## config.mk

```make
export PLATFORM = sky130hd
export DESIGN_NAME = jpeg_marker_bit_depth_scan
export DESIGN_NICKNAME = d
export VERILOG_FILES = /design/src/jmbd_pkg.sv /design/src/jmbd_parse.sv /design/src/jmbd_outq.sv /design/src/jpeg_marker_bit_depth_scan.sv
export VERILOG_INCLUDE_DIRS = /design/src /design/src/src
export SDC_FILE = /design/constraint.sdc
export NUM_CORES = 1
export LEC_CHECK = 0
export BUFFER_PORTS_ARGS = -buffer_cell sky130_fd_sc_hd__buf_2
export CAP_MARGIN = 10
export CORE_UTILIZATION = 55
export DETAILED_ROUTE_END_ITERATION = 10
export PLACE_DENSITY = 0.72
export SYNTH_ARGS = -nofsm -noshare
export SYNTH_HDL_FRONTEND = slang
export SYNTH_HIERARCHICAL = 1
export SYNTH_SLANG_ARGS = --single-unit
```

## constraint.sdc

```tcl
create_clock -name clk -period 4.23 [get_ports clk]
set_input_delay 1.269 -clock clk [delete_from_list [all_inputs] [get_ports clk]]
set_output_delay 1.269 -clock clk [all_outputs]
set_load 0.02 [all_outputs]
```

## src/jpeg_marker_bit_depth_scan_assert.svh

```systemverilog
// assertion macros shared by the marker scan modules
`ifndef JPEG_MARKER_BIT_DEPTH_SCAN_ASSERT_SVH
`define JPEG_MARKER_BIT_DEPTH_SCAN_ASSERT_SVH

// same-cycle implication, checked on clk, off during reset
`define JMBD_ASSERT_NOW(lbl, ante, cons, msg) \
	lbl: assert property (@(posedge clk) disable iff (!arst_n) (ante) |-> (cons)) \
		else $error(msg);

// next-cycle implication, checked on clk, off during reset
`define JMBD_ASSERT_NEXT(lbl, ante, cons, msg) \
	lbl: assert property (@(posedge clk) disable iff (!arst_n) (ante) |=> (cons)) \
		else $error(msg);

`endif

```

## src/jmbd_pkg.sv

```systemverilog
// shared types, marker codes and code classifier for the marker scan
`default_nettype none

package jmbd_pkg;

	typedef enum logic [7:0] {
		PH_PREFIX    = 8'b0000_0001,
		PH_CODE      = 8'b0000_0010,
		PH_LEN_HI    = 8'b0000_0100,
		PH_LEN_LO    = 8'b0000_1000,
		PH_PRECISION = 8'b0001_0000,
		PH_SKIP      = 8'b0010_0000,
		PH_ERR_WAIT  = 8'b0100_0000,
		PH_DONE      = 8'b1000_0000
	} phase_t;

	typedef enum logic [1:0] {
		KIND_FRAME,
		KIND_SEGMENT,
		KIND_STANDALONE,
		KIND_BAD
	} kind_t;

	typedef struct packed {
		logic [7:0] depth;
		logic [1:0] status;
	} result_t;

	localparam logic [1:0] ST_FOUND = 2'd0;
	localparam logic [1:0] ST_ERROR = 2'd1;
	localparam logic [1:0] ST_NONE  = 2'd2;

	localparam logic [7:0] MARK_PREFIX    = 8'hff;
	localparam logic [7:0] CODE_TEM       = 8'h01;
	localparam logic [7:0] CODE_RES_FIRST = 8'h03;
	localparam logic [7:0] CODE_RES_LAST  = 8'hbf;
	localparam logic [7:0] CODE_SOF0      = 8'hc0;
	localparam logic [7:0] CODE_SOF3      = 8'hc3;
	localparam logic [7:0] CODE_DHT       = 8'hc4;
	localparam logic [7:0] CODE_SOF5      = 8'hc5;
	localparam logic [7:0] CODE_SOF7      = 8'hc7;
	localparam logic [7:0] CODE_JPG       = 8'hc8;
	localparam logic [7:0] CODE_SOF9      = 8'hc9;
	localparam logic [7:0] CODE_SOF11     = 8'hcb;
	localparam logic [7:0] CODE_DAC       = 8'hcc;
	localparam logic [7:0] CODE_SOF13     = 8'hcd;
	localparam logic [7:0] CODE_SOF15     = 8'hcf;
	localparam logic [7:0] CODE_RST_FIRST = 8'hd0;
	localparam logic [7:0] CODE_EOI       = 8'hd9;
	localparam logic [7:0] CODE_SOS       = 8'hda;
	localparam logic [7:0] CODE_COM       = 8'hfe;

	// bytes still needed before a syntax error is reported
	localparam logic [15:0] ERR_WAIT_PREFIX = 16'd4;
	localparam logic [15:0] ERR_WAIT_CODE   = 16'd3;
	localparam logic [15:0] ERR_WAIT_LEN    = 16'd1;

	localparam logic [15:0] SEG_LEN_BARE = 16'd2;

	// result queue depth
	localparam logic [1:0] OUTQ_FULL = 2'd2;

	function automatic kind_t classify(input logic [7:0] code);
		kind_t kind;
		unique case (code) inside
			[CODE_SOF0:CODE_SOF3], [CODE_SOF5:CODE_SOF7],
			[CODE_SOF9:CODE_SOF11], [CODE_SOF13:CODE_SOF15]: kind = KIND_FRAME;
			CODE_DHT, CODE_JPG, CODE_DAC, [CODE_SOS:CODE_COM]: kind = KIND_SEGMENT;
			[CODE_RST_FIRST:CODE_EOI], CODE_TEM,
			[CODE_RES_FIRST:CODE_RES_LAST]: kind = KIND_STANDALONE;
			default: kind = KIND_BAD;
		endcase
		return kind;
	endfunction

endpackage

`default_nettype wire

```

## src/jmbd_parse.sv

```systemverilog
// marker walker: phase state machine, segment skip counter and result decision
`default_nettype none

`include "jpeg_marker_bit_depth_scan_assert.svh"

module jmbd_parse (
	input  wire                clk,
	input  wire                arst_n,
	input  wire                step,
	input  wire  [7:0]         data_byte,
	input  wire                last_byte,
	output logic               emit,
	output jmbd_pkg::result_t  result
);
	import jmbd_pkg::*;

	phase_t      phase_q, phase_d;
	logic [15:0] skip_q, skip_d;
	logic [7:0]  len_hi_q, len_hi_d;
	logic        frame_q, frame_d;

	kind_t       kind;
	logic [15:0] seg_len;
	logic [15:0] skip_dec;
	logic        decided;

	assign kind     = classify(data_byte);
	assign seg_len  = {len_hi_q, data_byte};
	assign skip_dec = (skip_q != 16'd0) ? (skip_q - 16'd1) : skip_q;

	always_comb begin
		phase_d  = phase_q;
		skip_d   = skip_q;
		len_hi_d = len_hi_q;
		frame_d  = frame_q;
		decided  = 1'b0;
		emit     = 1'b0;
		result   = '{depth: 8'h00, status: ST_NONE};
		if (step) begin
			unique case (phase_q)
				PH_PREFIX: begin
					if (data_byte == MARK_PREFIX) begin
						phase_d = PH_CODE;
					end else begin
						phase_d = PH_ERR_WAIT;
						skip_d  = ERR_WAIT_PREFIX;
					end
				end
				PH_CODE: begin
					if (kind == KIND_FRAME || kind == KIND_SEGMENT) begin
						frame_d = (kind == KIND_FRAME);
						phase_d = PH_LEN_HI;
					end else if (kind == KIND_STANDALONE) begin
						phase_d = PH_PREFIX;
					end else begin
						phase_d = PH_ERR_WAIT;
						skip_d  = ERR_WAIT_CODE;
					end
				end
				PH_LEN_HI: begin
					len_hi_d = data_byte;
					phase_d  = PH_LEN_LO;
				end
				PH_LEN_LO: begin
					if (frame_q) begin
						phase_d = PH_PRECISION;
					end else if (seg_len < SEG_LEN_BARE) begin
						phase_d = PH_ERR_WAIT;
						skip_d  = ERR_WAIT_LEN;
					end else if (seg_len == SEG_LEN_BARE) begin
						phase_d = PH_PREFIX;
					end else begin
						skip_d  = seg_len - SEG_LEN_BARE;
						phase_d = PH_SKIP;
					end
				end
				PH_PRECISION: begin
					decided = 1'b1;
					result  = '{depth: data_byte, status: ST_FOUND};
					phase_d = PH_DONE;
				end
				PH_SKIP: begin
					skip_d = skip_dec;
					if (skip_dec == 16'd0) begin
						phase_d = PH_PREFIX;
					end
				end
				PH_ERR_WAIT: begin
					skip_d = skip_dec;
					if (skip_dec == 16'd0) begin
						decided = 1'b1;
						result  = '{depth: 8'h00, status: ST_ERROR};
						phase_d = PH_DONE;
					end
				end
				PH_DONE: begin
					phase_d = PH_DONE;
				end
				default: begin
					phase_d = PH_PREFIX;
				end
			endcase
			emit = decided;
			// fragment ends with no answer yet
			if (last_byte && !decided && phase_q != PH_DONE) begin
				emit   = 1'b1;
				result = '{depth: 8'h00, status: ST_NONE};
			end
			if (last_byte) begin
				phase_d  = PH_PREFIX;
				skip_d   = 16'd0;
				len_hi_d = 8'h00;
				frame_d  = 1'b0;
			end
		end
	end

	always_ff @(posedge clk or negedge arst_n) begin
		if (!arst_n) begin
			phase_q  <= PH_PREFIX;
			skip_q   <= 16'd0;
			len_hi_q <= 8'h00;
			frame_q  <= 1'b0;
		end else begin
			phase_q  <= phase_d;
			skip_q   <= skip_d;
			len_hi_q <= len_hi_d;
			frame_q  <= frame_d;
		end
	end

	`JMBD_ASSERT_NOW(a_found_from_precision, emit && result.status == ST_FOUND,
		phase_q == PH_PRECISION, "found result outside precision phase")
	`JMBD_ASSERT_NOW(a_no_second_answer, step && phase_q == PH_DONE, !emit,
		"second result in one fragment")
	`JMBD_ASSERT_NEXT(a_last_clears, step && last_byte,
		phase_q == PH_PREFIX && skip_q == 16'd0 && !frame_q,
		"state not cleared after last byte")

endmodule

`default_nettype wire

```

## src/jmbd_outq.sv

```systemverilog
// two-entry result queue: output register plus skid entry
`default_nettype none

`include "jpeg_marker_bit_depth_scan_assert.svh"

module jmbd_outq (
	input  wire                clk,
	input  wire                arst_n,
	input  wire                push,
	input  jmbd_pkg::result_t  push_data,
	output logic               full,
	output logic               out_valid,
	input  wire                out_stall,
	output jmbd_pkg::result_t  head
);
	import jmbd_pkg::*;

	result_t    head_q;
	result_t    skid_q;
	logic [1:0] cnt_q;
	logic       pop;
	logic       wr_head;

	assign out_valid = (cnt_q != 2'd0);
	assign full      = (cnt_q == OUTQ_FULL);
	assign head      = head_q;
	assign pop       = out_valid && !out_stall;
	assign wr_head   = (cnt_q == 2'd0) || (cnt_q == 2'd1 && pop);

	always_ff @(posedge clk or negedge arst_n) begin
		if (!arst_n) begin
			cnt_q <= 2'd0;
		end else begin
			cnt_q <= 2'(cnt_q + {1'b0, push} - {1'b0, pop});
		end
	end

	always_ff @(posedge clk) begin
		if (push && wr_head) begin
			head_q <= push_data;
		end else if (pop) begin
			head_q <= skid_q;
		end
		if (push && !wr_head) begin
			skid_q <= push_data;
		end
	end

	`JMBD_ASSERT_NOW(a_no_push_when_full, push, !full, "result pushed into full queue")
	`JMBD_ASSERT_NEXT(a_empty_push_shows, push && cnt_q == 2'd0,
		out_valid && head_q == $past(push_data), "pushed result not at head")
	`JMBD_ASSERT_NEXT(a_pop_moves_skid, pop && !push && full,
		cnt_q == 2'd1 && head_q == $past(skid_q), "skid entry not moved to head")

endmodule

`default_nettype wire

```

## src/jpeg_marker_bit_depth_scan.sv

```systemverilog
// top level: byte input register, marker walker and result queue
//
//  channel | handshake            | payload
//  --------+----------------------+-------------------------
//  in      | in_valid / in_stall  | data_byte, last_byte
//  out     | out_valid / out_stall| bit_depth, scan_status
//
// one byte per cycle unless in_stall holds it; a result is registered into the queue
// the byte register feeds the walker, which decides combinationally into the queue
// the two-entry queue keeps bytes flowing while a result waits at the output
// in_stall rises only when a byte is held and the queue is full
// arst_n clears the valid flags, queue count and parser state
`default_nettype none

module jpeg_marker_bit_depth_scan (
	input  wire         clk,
	input  wire         arst_n,
	input  wire         in_valid,
	output logic        in_stall,
	input  wire  [7:0]  data_byte,
	input  wire         last_byte,
	output logic        out_valid,
	input  wire         out_stall,
	output logic [7:0]  bit_depth,
	output logic [1:0]  scan_status
);
	import jmbd_pkg::*;

	logic       valid_s1;
	logic [7:0] data_s1;
	logic       last_s1;
	logic       full;
	logic       step;
	logic       emit;
	result_t    result;
	result_t    head;

	assign in_stall = valid_s1 && full;
	assign step     = valid_s1 && !full;

	// input register
	always_ff @(posedge clk or negedge arst_n) begin
		if (!arst_n) begin
			valid_s1 <= 1'b0;
		end else if (in_valid && !in_stall) begin
			valid_s1 <= 1'b1;
		end else if (step) begin
			valid_s1 <= 1'b0;
		end
	end

	always_ff @(posedge clk) begin
		if (in_valid && !in_stall) begin
			data_s1 <= data_byte;
			last_s1 <= last_byte;
		end
	end

	jmbd_parse u_parse (
		.clk       (clk),
		.arst_n    (arst_n),
		.step      (step),
		.data_byte (data_s1),
		.last_byte (last_s1),
		.emit      (emit),
		.result    (result)
	);

	jmbd_outq u_outq (
		.clk       (clk),
		.arst_n    (arst_n),
		.push      (emit),
		.push_data (result),
		.full      (full),
		.out_valid (out_valid),
		.out_stall (out_stall),
		.head      (head)
	);

	assign bit_depth   = head.depth;
	assign scan_status = head.status;

endmodule

`default_nettype wire
```

==> Word level (Yosys, flattened, before mapping) <==
Cells that the tools add are included.
{ "word_totals": {"output_inout_bits": 12, "wordCells": 138, "in_bits": 13, "register_bits": 65} }
{ "op_classes": {"addsub": 4, "muxes": 38, "eq_ne": 26, "n_lt_le_gt_ge": 15, "reduce_logical": 43} }
{ "ops": {"columns": ["cell", "n"], "rows": [
  ["16-bit two-way mux", 8],
  ["8-bit two-way mux", 8],
  ["16-bit case mux with 4 select lines", 1],
  ["8-bit less-or-equal comparator, second input constant", 7],
  ["8-bit case mux with 7 select lines", 1],
  ["8-bit greater-or-equal comparator, second input constant", 6],
  ["8-bit equality test, second input constant", 5],
  ["10-bit two-way mux", 4],
  ["10-bit case mux with 2 select lines", 1],
  ["16-bit by 2-bit equality test with 1-bit output, second input constant", 1],
  ["8-bit by 1-bit equality test with 1-bit output, second input constant", 2],
  ["1-bit logical AND", 16],
  ["16-bit zero test", 1],
  ["16-bit by 2-bit less-than comparator with 1-bit output, second input constant", 1],
  ["16-bit nonzero test", 1],
  ["16-bit by 1-bit subtractor with 16-bit output, second input constant", 1],
  ["16-bit by 2-bit subtractor with 16-bit output, second input constant", 1],
  ["7-bit two-way mux", 2],
  ["3-bit != test, second input constant", 4],
  ["2-bit nonzero test", 6],
  ["1-bit two-way mux", 9],
  ["8-bit by 2-bit equality test with 1-bit output, second input constant", 1],
  ["8-bit by 3-bit equality test with 1-bit output, second input constant", 1],
  ["8-bit by 4-bit equality test with 1-bit output, second input constant", 1],
  ["25 further kinds", 37]
]} }

==> Longest topological paths before layout <==
{ "depth": {"ltp_word": 13, "mapped_depth": 13, "ltp_nobuf": 12} }

==> By module <==
Netlist, hierarchy kept.
{ "modules_own_cells": {"columns": ["module", "cells_each", "area_each_um2", "n_inst"], "rows": [
  ["jmbd_parse", 356, 2907.8, 1],
  ["jmbd_outq", 46, 873.3, 1],
  ["jpeg_marker_bit_depth_scan", 14, 327.8, 1]
]} }

==> Least setup slack after synthesis <==
OpenSTA, ideal clock, no wires.
{ "synth_timing": {"path_type": "register -> register", "from": "reg u_parse.skip_q[0]", "to": "reg u_outq.head_q, in the netlist u_outq/head[0], enable pin", "arrival_time_ns": 3.380, "path_slack_ns": 0.470, "path_buffers": 1, "stages_incl_launch_ff": 13, "synth_period_minus_slack_ns": 3.760, "path_cell_list": "dfrtp_1 inv_1 ha_1 or3b_1 clkbuf_1 nor4_4 mux2_2 nor4_4 nand4_1 o21ai_1 o221a_1 nor2_1 a21oi_1"} }
{ "synth_between": {"elab_chain_len": 13, "elab_cells_between_ends": 14, "classes_between": "add/sub: 1; mux: 6; reduce/logical: 7"} }
{ "synth_lines": {"columns": ["element", "line", "source"], "rows": [
  ["start, declared", "jmbd_parse.sv:18", "logic [15:0] skip_q, skip_d;"],
  ["start signal, assigned", "jmbd_parse.sv:126", "skip_q <= skip_d;"],
  ["16-bit by 1-bit subtractor with 16-bit output or 16-bit nonzero test (tied branches)", "jmbd_parse.sv:29", "assign skip_dec = (skip_q != 16'd0) ? (skip_q - 16'd1) : skip_q;"],
  ["16-bit two-way mux *", "jmbd_parse.sv:29", null],
  ["16-bit zero test *", "jmbd_parse.sv:90", "if (skip_dec == 16'd0) begin"],
  ["1-bit two-way mux *", "jmbd_parse.sv:90", null],
  ["1-bit case mux with 2 select lines *", "jmbd_parse.sv:40", "unique case (phase_q)"],
  ["1-bit two-way mux *", "jmbd_parse.sv:39", "if (step) begin"],
  ["1-bit zero test", "jmbd_parse.sv:105", "if (last_byte && !decided && phase_q != PH_DONE) begin"],
  ["1-bit logical AND (2 in a row)", "jmbd_parse.sv:105", null],
  ["1-bit two-way mux *", "jmbd_parse.sv:105", null],
  ["1-bit two-way mux *", "jmbd_parse.sv:39", null],
  ["named net emit", "jpeg_marker_bit_depth_scan.sv:34", "logic emit;"],
  ["1-bit logical AND *", "jmbd_outq.sv:39", "if (push && wr_head) begin"],
  ["2-bit nonzero test (no source line) *", null, null],
  ["end signal, assigned", "jmbd_outq.sv:40", "head_q <= push_data;"],
  ["end signal, assigned", "jmbd_outq.sv:42", "head_q <= skid_q;"],
  ["end, declared", "jmbd_outq.sv:18", "result_t head_q;"]
]} }
The timed path passes the listed nets; every way through them passes the cells marked *. The select of a mux whose other input is x is not followed.
A chain may end at the register's enable or synchronous reset.

==> Final worst setup path <==
{ "layout_timing": {"from": "reg u_parse.skip_q[0]", "to": "reg u_outq.head_q, in the netlist u_outq/head[8], data pin"} }
{ "layout_between": {"elab_chain_len": 13, "elab_cells_between_ends": 16, "classes_between": "add/sub: 1; mux: 9; reduce/logical: 6"} }
{ "layout_lines": {"columns": ["element", "line"], "rows": [
  ["16-bit by 1-bit subtractor with 16-bit output or 16-bit nonzero test (tied branches)", "jmbd_parse.sv:29"],
  ["16-bit two-way mux *", "jmbd_parse.sv:29"],
  ["16-bit zero test *", "jmbd_parse.sv:90"],
  ["1-bit two-way mux *", "jmbd_parse.sv:90"],
  ["1-bit case mux with 2 select lines *", "jmbd_parse.sv:40"],
  ["1-bit two-way mux *", "jmbd_parse.sv:39"],
  ["1-bit zero test", "jmbd_parse.sv:105"],
  ["1-bit logical AND (2 in a row)", "jmbd_parse.sv:105"],
  ["1-bit two-way mux *", "jmbd_parse.sv:105"],
  ["1-bit two-way mux *", "jmbd_parse.sv:39"],
  ["named net emit", "jpeg_marker_bit_depth_scan.sv:34"],
  ["1-bit logical AND *", "jmbd_outq.sv:39"],
  ["10-bit two-way mux *", "jmbd_outq.sv:39"]
]} }
Marks and branches as above.

==> results_dict.tcl <==
set metrics [dict create \
    area_growth_pct 8.62 \
    rsz0062_at_grt "false" \
    end_kind "flop" \
    vias_per_cell 6.41 \
    cp.required_ns 4.32 \
    min_path_type "flop to flop" \
    skew_ns 0.0101 \
    cap_violations 0 \
    avgRoutedWirePerCell_um 19.1 \
    slew_viol_final 0 \
    grt_use_met2 0.451 \
    fillCellCount 637 \
    violations "design-rule violations" \
    grt_usage 0.282 \
    cp_max_fo 10 \
    grtUsageMet3 0.0457 \
    reg2reg_depth 11 \
    port_buffers 24 \
    syn_area_um2 4110 \
    die_x_um 88.4 \
    critPathKind "flop to flop" \
    status "finished, violations left" \
    yosys_warnings 6 \
    relSlewSlack 0.434 \
    routed_wl_mm 10.3 \
    syn_inst 416 \
    yosys.area.top_type "dfrtp_1" \
    final_layout_size_suffix_gt1_frac 0.190 \
    post-cts-setup-buffers 0 \
    synth-main-ff-cell "dfrtp_1" \
    finalHoldViolCount 0 \
    grt-ovfl-total 0 \
    layout.nets 455 \
    hold_depth 2 \
    ios 25 \
    routabilityCongestion 0.916 \
    num_antenna_cells 0 \
    cts-buffers-inserted 9 \
    row_count 31 \
    grtUsageMet1 0.390 \
    antenna_found_initial 0 \
    synthTopCellsByArea "dfrtp_1 (21%), edfxtp_1 (21%), mux2_2 (3.3%)" \
    cts_resized 0 \
    clk_pin_slew_worst_paths_ns 0.07 \
    leakage_nw 1.81 \
    ctsHoldBuffers 0 \
    ctsLongestPathBuffers 2 \
    power.density_cell_area_nw_per_um2 482 \
    grt_busiest_layer "met2" \
    clock_latency_ns 0.34 \
    grt_pass1_wl_mm 16.5 \
    initial_core_util 0.566 \
    finalSetupViolCount 0 \
    yosysSeqAreaShare 0.431 \
    num_vias 3462 \
    die_h_um 88.4 \
    synth.avg_cell_area_um2 9.88 \
    h-tree-depth 3 \
    fin_util 0.615 \
    period_share 0.905 \
    worst_ir_drop_vdd_uv 363 \
    dp_hpwl_mm 7.52 \
    tightest_slew_ns 0.850 \
    cts_root_buf "clkbuf_8" \
    async_flop_share 0.554 \
    syn-num-nets 435 \
    layout_common_cells "dfrtp_1 (35), edfxtp_1 (29), nor2_1 (26), o21ai_0 (26)" \
    first_global_vias 3140 \
    coreArea_um2 7250 \
    post-synth-top-area-fraction 0.213 \
    ant_nets 0 \
    dr.pass1.iters 8 \
    fin_setup_tns_ns 0 \
    synth_edf_count 29 \
    drc 2 \
    drtIter0Drc 254 \
    ys_ff_latch 65 \
    final_common_cell "dfrtp_1" \
    grt_start_max_net_pins 37 \
    synth_cell_types 71 \
    min_period_ns 3.83 \
    fmax_ghz 0.261 \
    cts.sinks 65 \
    cts_tree "yes" \
    dieArea_um2 7820 \
    start_kind "flop" \
    arrival_ns 3.92 \
]
==> worst max-delay path, stage by stage, from the launching register on <==
cell     delay [ns]
dfrtp_1        0.44
inv_1          0.08
ha_1           0.23
or4b_2         0.60
nor4_1         0.24
mux2_1         0.41
nor4_4         0.27
nand4_1        0.25
o21ai_1        0.26
o221a_1        0.35
nand2_4        0.15
mux2_2         0.30
==> stage by stage <==
step	area, um^2	power (mW)	cells	worst slack [ns]	hold slack [ns]
after CTS	4460	2.15	540	0.427	0.512
after global placement	4280	1.62	524	0.532	0.488
final	4460	2.15	540	0.400	0.509
after global routing	4460	2.28	540	0.0777	0.534
after floorplan	4110	1.43	416	0.470	0.462
after detailed placement	4280	1.64	524	0.443	0.492
==> registers in the layout (all words and copies together), names as in the netlist <==
register          flops
u_parse/skip_q       16
u_outq/head          10
u_outq/skid_q        10
data_s1               8
u_parse/len_hi_q      8
u_parse/phase_q       8
u_outq/cnt_q          2
last_s1               1
u_parse/frame_q       1
valid_s1              1
==> cell type report <==
cell class / count / area, um^2 / area share
Timing Repair Buffer: 30 / 165 / 0.0370
Clock buffer: 11 / 131 / 0.0294
Inverter: 15 / 56.3 / 0.0126
Tap cell: 99 / 124 / 0.0278
Clock inverter: 5 / 56.3 / 0.0126
Sequential cell: 65 / 1770 / 0.397
Multi-Input combinational cell: 315 / 2160 / 0.483
==> synth_stat cells, types with 8 or more instances <==
library cell  number
o21ai_0           26
xnor2_1           11
edfxtp_1          29
nor2_1            26
xor2_1             8
a22o_1            15
nor3_1            24
nor4_1             8
mux2_2            12
inv_1             14
nand2_1           23
dfrtp_1           35
a21oi_1           16
clkbuf_1          13
or4_1              9
and2_1            10
==> cells by family (layout without fill, tap and decap cells) <==
kind of cell | after synthesis | in the layout | synth area share
AOI/OAI and AO/OA | 110 | 110 | 0.188
xor gates and xnor gates | 19 | 19 | 0.0405
adders and majority gates | 6 | 6 | 0.0183
buffers and inverters | 36 | 61 | 0.0435
DFF | 65 | 65 | 0.431
muxes | 15 | 15 | 0.0408
and+or+nand+nor | 165 | 165 | 0.238
==> per-layer routing <==
layer / part of all wire / up-vias
met1: 0.44 / 1684
met3: 0.059 / 19
met5: 0 / -
li1: - / 1615
met2: 0.48 / 144
met4: 0.020 / 0
==> worst paths after layout <==
path / start / end / slack (ns)
hold reg to reg: u_parse/phase_q[0] / u_parse/phase_q[0] / 0.51
min in group asynchronous: arst_n / u_parse/skip_q[10] / 1.03
hold / removal: u_parse/phase_q[0] / u_parse/phase_q[0] / 0.51
setup reg to reg: u_parse/skip_q[0] / u_outq/head[8] / 0.40
max in group asynchronous: arst_n / u_parse/frame_q / 2.65
setup / recovery: u_parse/skip_q[0] / u_outq/head[8] / 0.40
==> report_power, final <==
part           internal (mW)  total [mW]  switching [mW]  leakage (nW)
registers              0.775       0.857          0.0820         0.764
clock network          0.273       0.512           0.239        0.0937
logic                  0.289       0.781           0.492         0.955
(Power assumes the default switching activity.)
